`src/design/ffba_pkg.sv`:
```
// Shared types, widths and codes for the first-fit block allocator.
package ffba_pkg;

    localparam int MAX_USERS_DEF = 8;
    localparam int POOL_CAPACITY = 4096;

    localparam int KIND_W     = 2;
    localparam int USER_W     = 8;
    localparam int SIZE_W     = 13;
    localparam int ADDR_W     = 12;
    localparam int IN_DATA_W  = 24;
    localparam int OUT_DATA_W = 80;

    localparam logic [SIZE_W-1:0] POOL_RESET = SIZE_W'(4096);
    localparam logic [SIZE_W-1:0] POOL_CAP_W = SIZE_W'(POOL_CAPACITY);

    // Result bit positions in the output tdata
    localparam int OB_OK   = 0;
    localparam int OB_BASE = 1;
    localparam int OB_CAP  = 13;
    localparam int OB_HELD = 26;
    localparam int OB_SRC  = 39;
    localparam int OB_DST  = 51;
    localparam int OB_LEN  = 63;
    localparam int OB_MOVE = 76;

    typedef enum logic [KIND_W-1:0] {
        KIND_ALLOC  = 2'd0,
        KIND_FREE   = 2'd1,
        KIND_DEFRAG = 2'd2
    } kind_t;

    typedef enum logic [1:0] {
        RES_FAIL  = 2'd0,
        RES_OK    = 2'd1,
        RES_GRANT = 2'd2
    } res_code_t;

    typedef struct packed {
        logic      load;
        logic      idx_clr;
        logic      idx_inc;
        logic      rel_remove;
        logic      fit_insert;
        logic      fit_advance;
        logic      def_step;
        logic      emit;
        res_code_t code;
    } ffba_cmd_t;

    typedef struct packed {
        kind_t kind;
        logic  bad_size;
        logic  scan_end;
        logic  user_hit;
        logic  table_full;
        logic  table_empty;
        logic  gap_fits;
        logic  def_last;
        logic  out_free;
    } ffba_status_t;

endpackage

```
`src/design/ffba_ctrl.sv`:
```
// Controller state machine sequencing release, fit, defrag and result steps.
module ffba_ctrl (
    input  logic                 clk,
    input  logic                 rst_n,
    input  ffba_pkg::ffba_status_t status,
    input  logic                 in_take,
    output ffba_pkg::ffba_cmd_t    cmd,
    output logic                 in_ready
);
    import ffba_pkg::*;

    typedef enum logic [2:0] {
        S_IDLE,
        S_DISPATCH,
        S_RELEASE,
        S_CHECK,
        S_FIT,
        S_DEFRAG,
        S_EMIT
    } state_t;

    state_t    state_reg, state_next;
    res_code_t code_reg, code_next;

    assign in_ready = (state_reg == S_IDLE);

    always_comb
    begin
        cmd        = '0;
        cmd.code   = code_reg;
        state_next = state_reg;
        code_next  = code_reg;
        case (state_reg)
            S_IDLE:
            begin
                cmd.load = 1'b1;
                if (in_take)
                begin
                    state_next = S_DISPATCH;
                end
            end
            S_DISPATCH:
            begin
                cmd.idx_clr = 1'b1;
                case (status.kind)
                    KIND_ALLOC:
                    begin
                        if (status.bad_size)
                        begin
                            code_next  = RES_FAIL;
                            state_next = S_EMIT;
                        end
                        else
                        begin
                            state_next = S_RELEASE;
                        end
                    end
                    KIND_FREE:
                    begin
                        state_next = S_RELEASE;
                    end
                    KIND_DEFRAG:
                    begin
                        if (status.table_empty)
                        begin
                            code_next  = RES_OK;
                            state_next = S_EMIT;
                        end
                        else
                        begin
                            state_next = S_DEFRAG;
                        end
                    end
                    default:
                    begin
                        code_next  = RES_FAIL;
                        state_next = S_EMIT;
                    end
                endcase
            end
            S_RELEASE:
            begin
                if (status.scan_end || status.user_hit)
                begin
                    cmd.rel_remove = !status.scan_end;
                    if (status.kind == KIND_FREE)
                    begin
                        code_next  = RES_OK;
                        state_next = S_EMIT;
                    end
                    else
                    begin
                        state_next = S_CHECK;
                    end
                end
                else
                begin
                    cmd.idx_inc = 1'b1;
                end
            end
            S_CHECK:
            begin
                if (status.table_full)
                begin
                    code_next  = RES_FAIL;
                    state_next = S_EMIT;
                end
                else
                begin
                    cmd.idx_clr = 1'b1;
                    state_next  = S_FIT;
                end
            end
            S_FIT:
            begin
                if (status.gap_fits)
                begin
                    cmd.fit_insert = 1'b1;
                    code_next      = RES_GRANT;
                    state_next     = S_EMIT;
                end
                else if (status.scan_end)
                begin
                    code_next  = RES_FAIL;
                    state_next = S_EMIT;
                end
                else
                begin
                    cmd.fit_advance = 1'b1;
                end
            end
            S_DEFRAG:
            begin
                if (status.out_free)
                begin
                    cmd.def_step = 1'b1;
                    if (status.def_last)
                    begin
                        state_next = S_IDLE;
                    end
                end
            end
            S_EMIT:
            begin
                if (status.out_free)
                begin
                    cmd.emit   = 1'b1;
                    state_next = S_IDLE;
                end
            end
            default:
            begin
                state_next = S_IDLE;
            end
        endcase
    end

    // Hold state and the result code for the emit step
    always_ff @(posedge clk or negedge rst_n)
    begin
        if (!rst_n)
        begin
            state_reg <= S_IDLE;
            code_reg  <= RES_FAIL;
        end
        else
        begin
            state_reg <= state_next;
            code_reg  <= code_next;
        end
    end

endmodule

```
`src/design/ffba_dp.sv`:
```
// Datapath: block table, scan pointer, running totals and result register.
module ffba_dp #(
    parameter int MAX_USERS = ffba_pkg::MAX_USERS_DEF
) (
    input  logic                             clk,
    input  logic                             rst_n,
    input  ffba_pkg::ffba_cmd_t              cmd,
    output ffba_pkg::ffba_status_t           status,
    input  logic                             in_take,
    input  logic [ffba_pkg::KIND_W-1:0]      in_kind,
    input  logic [ffba_pkg::USER_W-1:0]      in_user,
    input  logic [ffba_pkg::SIZE_W-1:0]      in_size,
    input  logic                             cfg_wr_en,
    input  logic [ffba_pkg::SIZE_W-1:0]      cfg_wr_data,
    output logic                             out_valid,
    input  logic                             out_ready,
    output logic [ffba_pkg::OUT_DATA_W-1:0]  out_data,
    output logic                             out_last
);
    import ffba_pkg::*;

    localparam int IW  = $clog2(MAX_USERS + 1);
    localparam int IXW = $clog2(MAX_USERS);

    logic [USER_W-1:0] user_reg [MAX_USERS];
    logic [SIZE_W-1:0] base_reg [MAX_USERS];
    logic [SIZE_W-1:0] size_reg [MAX_USERS];

    kind_t             kind_q_reg;
    logic [USER_W-1:0] user_q_reg;
    logic [SIZE_W-1:0] size_q_reg;
    logic [SIZE_W-1:0] pool_reg;
    logic [IW-1:0]     count_reg;
    logic [IW-1:0]     idx_reg;
    logic [SIZE_W-1:0] pbase_reg;
    logic [SIZE_W-1:0] held_reg;
    logic              out_valid_reg;
    logic [OUT_DATA_W-1:0] out_data_reg;
    logic              out_last_reg;
    logic [OUT_DATA_W-1:0] out_data_next;
    logic              out_last_next;

    logic [IXW-1:0]    sel;
    logic [USER_W-1:0] cur_user;
    logic [SIZE_W-1:0] cur_base;
    logic [SIZE_W-1:0] cur_size;
    logic [SIZE_W-1:0] usable;
    logic [SIZE_W-1:0] gap_end;
    logic              scan_end;
    logic              moved;
    logic [SIZE_W-1:0] dest;
    logic              def_last;
    logic              out_free;
    logic [IW-1:0]     idx_plus;

    assign sel      = idx_reg[IXW-1:0];
    assign cur_user = user_reg[sel];
    assign cur_base = base_reg[sel];
    assign cur_size = size_reg[sel];
    assign usable   = (pool_reg < POOL_CAP_W) ? pool_reg : POOL_CAP_W;
    assign scan_end = (idx_reg == count_reg);
    assign gap_end  = scan_end ? usable : cur_base;
    assign moved    = (cur_base > pbase_reg);
    assign dest     = moved ? pbase_reg : cur_base;
    assign idx_plus = idx_reg + IW'(1);
    assign def_last = (idx_plus == count_reg);
    assign out_free = !out_valid_reg || out_ready;

    always_comb
    begin
        status             = '0;
        status.kind        = kind_q_reg;
        status.bad_size    = (size_q_reg == '0) || (size_q_reg > usable);
        status.scan_end    = scan_end;
        status.user_hit    = !scan_end && (cur_user == user_q_reg);
        status.table_full  = (count_reg >= IW'(MAX_USERS));
        status.table_empty = (count_reg == '0);
        status.gap_fits    = (gap_end >= pbase_reg) && ((gap_end - pbase_reg) >= size_q_reg);
        status.def_last    = def_last;
        status.out_free    = out_free;
    end

    // Table entries: close up on remove, open a slot on insert, slide base on defrag
    for (genvar m = 0; m < MAX_USERS; m++)
    begin : g_ent
        localparam int UP = (m < MAX_USERS - 1) ? m + 1 : m;
        localparam int DN = (m > 0) ? m - 1 : m;

        always_ff @(posedge clk)
        begin
            if (cmd.rel_remove)
            begin
                if (IW'(m) >= idx_reg)
                begin
                    user_reg[m] <= user_reg[UP];
                    base_reg[m] <= base_reg[UP];
                    size_reg[m] <= size_reg[UP];
                end
            end
            else if (cmd.fit_insert)
            begin
                if (IW'(m) == idx_reg)
                begin
                    user_reg[m] <= user_q_reg;
                    base_reg[m] <= pbase_reg;
                    size_reg[m] <= size_q_reg;
                end
                else if (IW'(m) > idx_reg)
                begin
                    user_reg[m] <= user_reg[DN];
                    base_reg[m] <= base_reg[DN];
                    size_reg[m] <= size_reg[DN];
                end
            end
            else if (cmd.def_step && (IW'(m) == idx_reg))
            begin
                base_reg[m] <= dest;
            end
        end
    end

    always_ff @(posedge clk or negedge rst_n)
    begin
        if (!rst_n)
        begin
            pool_reg      <= POOL_RESET;
            count_reg     <= '0;
            idx_reg       <= '0;
            pbase_reg     <= '0;
            held_reg      <= '0;
            out_valid_reg <= 1'b0;
        end
        else
        begin
            if (cfg_wr_en)
            begin
                pool_reg <= cfg_wr_data;
            end
            if (cmd.idx_clr)
            begin
                idx_reg   <= '0;
                pbase_reg <= '0;
            end
            else if (cmd.idx_inc)
            begin
                idx_reg <= idx_plus;
            end
            else if (cmd.fit_advance)
            begin
                idx_reg   <= idx_plus;
                pbase_reg <= cur_base + cur_size;
            end
            else if (cmd.def_step)
            begin
                idx_reg   <= idx_plus;
                pbase_reg <= dest + cur_size;
            end
            if (cmd.rel_remove)
            begin
                count_reg <= count_reg - IW'(1);
                held_reg  <= held_reg - cur_size;
            end
            else if (cmd.fit_insert)
            begin
                count_reg <= count_reg + IW'(1);
                held_reg  <= held_reg + size_q_reg;
            end
            if (cmd.emit || cmd.def_step)
            begin
                out_valid_reg <= 1'b1;
            end
            else if (out_ready)
            begin
                out_valid_reg <= 1'b0;
            end
        end
    end

    // Result payload for a defrag step or a single emitted result
    always_comb
    begin
        out_data_next                    = '0;
        out_last_next                    = 1'b1;
        out_data_next[OB_HELD +: SIZE_W] = held_reg;
        if (cmd.def_step)
        begin
            out_data_next[OB_OK]            = 1'b1;
            out_data_next[OB_SRC +: ADDR_W] = cur_base[ADDR_W-1:0];
            out_data_next[OB_DST +: ADDR_W] = dest[ADDR_W-1:0];
            out_data_next[OB_LEN +: SIZE_W] = cur_size;
            out_data_next[OB_MOVE]          = moved;
            out_last_next                   = def_last;
        end
        else
        begin
            case (cmd.code)
                RES_OK:
                begin
                    out_data_next[OB_OK] = 1'b1;
                end
                RES_GRANT:
                begin
                    out_data_next[OB_OK]             = 1'b1;
                    out_data_next[OB_BASE +: ADDR_W] = pbase_reg[ADDR_W-1:0];
                    out_data_next[OB_CAP +: SIZE_W]  = size_q_reg;
                end
                default:
                begin
                    out_data_next[OB_OK] = 1'b0;
                end
            endcase
        end
    end

    // Request capture and result register
    always_ff @(posedge clk)
    begin
        if (cmd.load && in_take)
        begin
            kind_q_reg <= kind_t'(in_kind);
            user_q_reg <= in_user;
            size_q_reg <= in_size;
        end
        if (cmd.def_step || cmd.emit)
        begin
            out_data_reg <= out_data_next;
            out_last_reg <= out_last_next;
        end
    end

    assign out_valid = out_valid_reg;
    assign out_data  = out_data_reg;
    assign out_last  = out_last_reg;

endmodule

```
`src/design/first_fit_block_allocator_unit.sv`:
```
// Top level of the first-fit block allocator: controller plus table datapath.
//
//  channel   dir  handshake              payload
//  s_axis    in   tvalid/tready          tuser = kind, tdata = user_id, size
//  m_axis    out  tvalid/tready, tlast   tdata = ok .. is_move, tlast = last
//  cfg       in   cfg_wr_en              cfg_wr_data = pool_size
//
// One request is in work at a time. The block table has a single read port,
// so every scan visits one entry per cycle, the defragment scan only while
// the result side is not stalled. A stalled result holds the block in its
// current step; a new request is taken as soon as the previous one has put
// its last result in the output register. Reset empties the table at once.
module first_fit_block_allocator_unit #(
    parameter int MAX_USERS = ffba_pkg::MAX_USERS_DEF
) (
    input  logic                             clk,
    input  logic                             rst_n,
    input  logic                             s_axis_tvalid,
    output logic                             s_axis_tready,
    input  logic [ffba_pkg::IN_DATA_W-1:0]   s_axis_tdata,  // user_id[7:0], size[20:8], pad
    input  logic [ffba_pkg::KIND_W-1:0]      s_axis_tuser,  // kind[1:0]
    output logic                             m_axis_tvalid,
    input  logic                             m_axis_tready,
    // ok[0], base[12:1], capacity[25:13], bytes_held[38:26], move_source[50:39],
    // move_dest[62:51], move_length[75:63], is_move[76], pad[79:77]
    output logic [ffba_pkg::OUT_DATA_W-1:0]  m_axis_tdata,
    output logic                             m_axis_tlast,
    input  logic                             cfg_wr_en,
    input  logic [ffba_pkg::SIZE_W-1:0]      cfg_wr_data
);
    import ffba_pkg::*;

    ffba_cmd_t    cmd;
    ffba_status_t status;
    logic         in_take;

    // A request is taken only while the controller is idle
    assign in_take = s_axis_tvalid && s_axis_tready;

    ffba_ctrl u_ctrl (
        .clk      (clk),
        .rst_n    (rst_n),
        .status   (status),
        .cmd      (cmd),
        .in_ready (s_axis_tready),
        .in_take  (in_take)
    );

    ffba_dp #(
        .MAX_USERS (MAX_USERS)
    ) u_dp (
        .clk         (clk),
        .rst_n       (rst_n),
        .cmd         (cmd),
        .status      (status),
        .in_take     (in_take),
        .in_kind     (s_axis_tuser),
        .in_user     (s_axis_tdata[USER_W-1:0]),
        .in_size     (s_axis_tdata[USER_W +: SIZE_W]),
        .cfg_wr_en   (cfg_wr_en),
        .cfg_wr_data (cfg_wr_data),
        .out_valid   (m_axis_tvalid),
        .out_ready   (m_axis_tready),
        .out_data    (m_axis_tdata),
        .out_last    (m_axis_tlast)
    );

endmodule

```
`config.mk`:
```
export PLATFORM = sky130hd
export DESIGN_NAME = first_fit_block_allocator_unit
export DESIGN_NICKNAME = d
export VERILOG_FILES = /design/src/design/ffba_pkg.sv /design/src/design/ffba_ctrl.sv /design/src/design/ffba_dp.sv /design/src/design/first_fit_block_allocator_unit.sv
export SDC_FILE = /design/constraint.sdc
export NUM_CORES = 1
export LEC_CHECK = 0
export BUFFER_PORTS_ARGS = -buffer_cell sky130_fd_sc_hd__buf_2
export CAP_MARGIN = 20
export CORE_MARGIN = 1.5
export CORE_UTILIZATION = 40
export DETAILED_ROUTE_END_ITERATION = 8
export PLACE_DENSITY_LB_ADDON = 0.15
export SYNTH_ARGS = -nofsm -noshare
export SYNTH_HDL_FRONTEND = slang
export SYNTH_SLANG_ARGS = --single-unit
```
`constraint.sdc`:
```
create_clock -name clk -period 8.2 [get_ports clk]
set_input_delay 1.64 -clock clk [delete_from_list [all_inputs] [get_ports clk]]
set_output_delay 1.64 -clock clk [all_outputs]
set_load 0.1 [all_outputs]
```
==> results by stage <==
Worst setup path:
- The data required time at the worst endpoint is 8.67 ns.
- The worst setup path is of the register to register kind.
- At the worst endpoint, the arrival time is 8.09 ns.
- The internal reg-to-reg setup slack is 0.57 ns.
- The critical path startpoint category is a register.
- Among all stages on the critical path, the largest delay is contributed by dfrtp_4.
- The cell that appears most often on the critical path is o21ai_0.
- The maximum fanout count along the critical path is 18.
- The category of the worst setup path capture point is a register.
- The delay contributed by the slowest stage of the critical path is 0.66 ns.

Logic synthesis:
- In the synthesized netlist the async set-or-reset flop fraction comes to 0.124.
- Synthesis inferred 426 register bits.
- The area fraction in compound gates after synthesis was 0.131.
- Of the post-synthesis cell area, the part taken by muxes is 0.172.
- The fraction of the yosys area taken by sequential cells is 0.489.
- Of the total synthesized cell area, the portion taken by XOR and XNOR cells is 0.0215.
- The combinational family with the most area after synthesis is multiplexers.
- In the synthesized netlist the dominant register cell turns out to be edfxtp_1.
- The synthesized instance count is 2,337.
- The post-synthesis cell type count is 72.
- The number of flops mapped to enable cells by yosys is 373.
- Of the total synthesized cell area, the portion taken by AND, OR, NAND and NOR gates is 0.100.
- In this run the mean area of a mapped cell was 11.0 µm².
- During synthesis, Yosys emitted a total of 0 warnings.
- The post-synth design cell area is 25,600 µm².
- The post-synthesis share of cell area spent on full adders, half adders and majority gates is 0.0436.

Clock tree:
- The clock tree from TritonCTS is done.
- For this design, the CTS-stage hold fixing added 0 buffers.
- The clock-pin slew of the registers on the worst-case setup and hold paths is 0.07 ns.
- The source-to-sink clock delay at the later pin of the worst-skew pair is 0.61 ns.
- The clock root buffer is clkbuf_16.
- For this design, the sink count on the clock tree is 426.
- The number of buffers created by CTS is 48.
- The maximum buffer depth of the clock tree is 3.
- The H-tree generated during clock tree synthesis spans 2 levels.

Place:
- The area of placed instances is 27,200 µm².
- The routability congestion estimate from global placement is 0.917.
- The total half-perimeter wirelength after legalization and detailed placement is 55,300 µm.
- The count of buffers added on input and output ports is 120.

Detailed routing:
- After detailed routing, the met3 layer carries 6780 µm of wire.
- In the routed layout, each cell is associated on average with a via count of 5.96.
- The met2 routed wirelength is 38,500 µm.
- In the routed design, unresolved DRC markers number 0.
- The met1 routed wirelength after detailed routing is 36,900 µm.
- The pre-antenna-repair detailed-routing pass consisted of 5 iterations.
- Across all layers, the routed design uses 19.7k vias.
- The sum of routed wire length over all layers is 84,900 µm.
- The detailed router finished its first iteration with 2,055 violations.
- Signal routing reaches up to met5.
- The remaining antenna violation count after routing is 0.
- After detailed routing, the average wire length per cell comes to 25.7 µm.

STA:
- In the finished design, the share of the clock period the worst path needs comes to 0.930.
- The clock arrives with 0.0304 ns of skew.
- The max-slew violation count was 0.
- Measured against its own limit, the worst slew margin works out to 0.252.
- For the pin with the worst max-slew slack, the measured transition is 1.12 ns.
- Setup repair after global routing left no endpoint under its margin.
- The number of setup violations in the final report is 0.
- The count of endpoints failing hold in the final timing report was 0.
- The post-route setup TNS is 0 ns.
- The maximum operating frequency is 131 MHz.
- The clock period could shrink to 7.63 ns.

Cells and area:
- The count of nets after finishing is 2,546.
- The fraction of layout cells with a size suffix above 1 is 0.182.
- Across the whole layout, storage elements account for 12,500 µm².
- The fill cell total of the finished layout is 5,855.
- The design area is 28,900 µm².
- The multi-input logic area is 12,100 µm².
- The area growth from synthesis to final layout is 12.7%.

Floorplanning:
- From left edge to right edge, the die measures 256 µm.
- The total die area is 65,600 µm².
- The region available for standard cell placement spans 63,200 µm².
- The number of top-level design ports is 127.
- The number of placement rows is 92.
- The die is 256 µm tall.
- The initial cell density of the core is 0.406.

GRT:
- Summed over all layers, the global routing overflow is 0.
- The initial antenna violation count is 4.
- The first global-routing pass estimated 125,000 µm of wire.
- The total global-route track usage is 0.254.
- Entering global routing, the biggest net connects 68 pins.
- The via count of the first global-routing pass is 18.7k.

Hold path:
- The path class of the tightest hold or removal check is register to register.

Job:
- Max-cap violations in this run came to 0.

Run status:
- The run finished with clean final reports.
kinds of logic after synthesis:
logic type | after synthesis
simple gates | 574
compound gates | 568
flops | 426
mux | 356
buf+inv | 262
fa+ha+maj | 87
xor+xnor | 63
other cells | 1
synthesized netlist by cell type, drive strengths merged, types with 14 or more instances:
cell type  instances  area (µm²)
nand3             31         160
a211oi            27         208
nand2            259         972
inv               72         270
o21ai            251        1260
buf               57         325
a21o              14         105
dfrtp             52        1300
xor2              25         219
nor2             131         494
ha                83        1040
clkbuf           132         495
mux2i            234        2380
o22ai             38         238
mux4              57        1280
and3              32         200
xnor2             38         333
a221o             14         140
a21oi            133         669
o211ai            26         195
nor3              21         110
nor2b             48         300
edfxtp           373       11200
mux2              65         747
per-layer routing:
metal	vias to the layer above	track usage
met5	-	0
met4	2	0.0906
met3	149	0.0374
met2	880	0.394
met1	9808	0.363
li1	8818	-
placed cells by master, fill, tap and decap left out, types with 18 or more instances in the layout:
master     count
mux2_2        61
clkbuf_16     50
xor2_1        25
xnor2_1       38
a211oi_1      26
buf_4         90
inv_1         71
a21oi_1      131
o21ai_0      232
o21ai_1       19
nand3_1       29
buf_2        120
nor2_1       125
mux4_2        57
ha_1          82
nor3_1        18
mux2i_1      224
o22ai_1       38
o211ai_1      26
and3_1        32
nand2_1      258
nor2b_1       47
dfrtp_1       49
edfxtp_1     373
what timing repair did:
| action | CTS | global route |
|---|---|---|
| setup endpoints to repair | 0 | 2 |
| gates resized for setup | 0 | 2 |
| buffers inserted | 0 | 11 |
stage by stage:
stage	setup WS, ns	cells	hold WS, ns	util
2_1_floorplan	1.03	2339	0.425	-
3_3_place_gp	0.324	3196	0.442	0.430
3_5_place_dp	0.366	3196	0.437	0.430
4_1_cts	0.300	3283	0.455	0.455
5_1_grt	0.0641	3298	0.471	0.457
6_report	0.572	3299	0.459	0.457
final cells by class:
cell class	count	share of cell area
well taps	846	0.0366
flip-flops and latches	426	0.434
inverters	73	0.00948
clock buffers	64	0.0461
repair buffers	215	0.0470
clock inverters	23	0.00745
diodes	1	0.0000866
multi-input cells	1651	0.420
path summary, 6_finish.rpt:
| check | start | end | cells past startpoint |
|---|---|---|---|
| setup / recovery | u_dp.idx_reg[1] | u_dp.pbase_reg[12] | 33 |
| hold / removal | u_dp.held_reg[0] | u_dp.out_data[26] | 0 |
| setup reg to reg | u_dp.idx_reg[1] | u_dp.pbase_reg[12] | 33 |
| hold reg to reg | u_dp.held_reg[0] | u_dp.out_data[26] | 0 |
| max in group asynchronous | rst_n | u_dp.idx_reg[0] | 2 |
| min in group asynchronous | rst_n | u_dp.held_reg[3] | 2 |
critical path: cells and delay by family (launching register included):
family                   cells  cell delay (ns)
AO/OA/AOI/OAI               18             3.53
XOR/XNOR                     1             0.11
adder cells (fa/ha/maj)      3             1.16
buffers and inverters        3             0.64
flip-flops                   1             0.66
multiplexers                 4             0.92
AND/OR/NAND/NOR              4             0.44
Power is not shown: default switching activity piles up to over one toggle a cycle in this logic, so the estimate is an artifact.
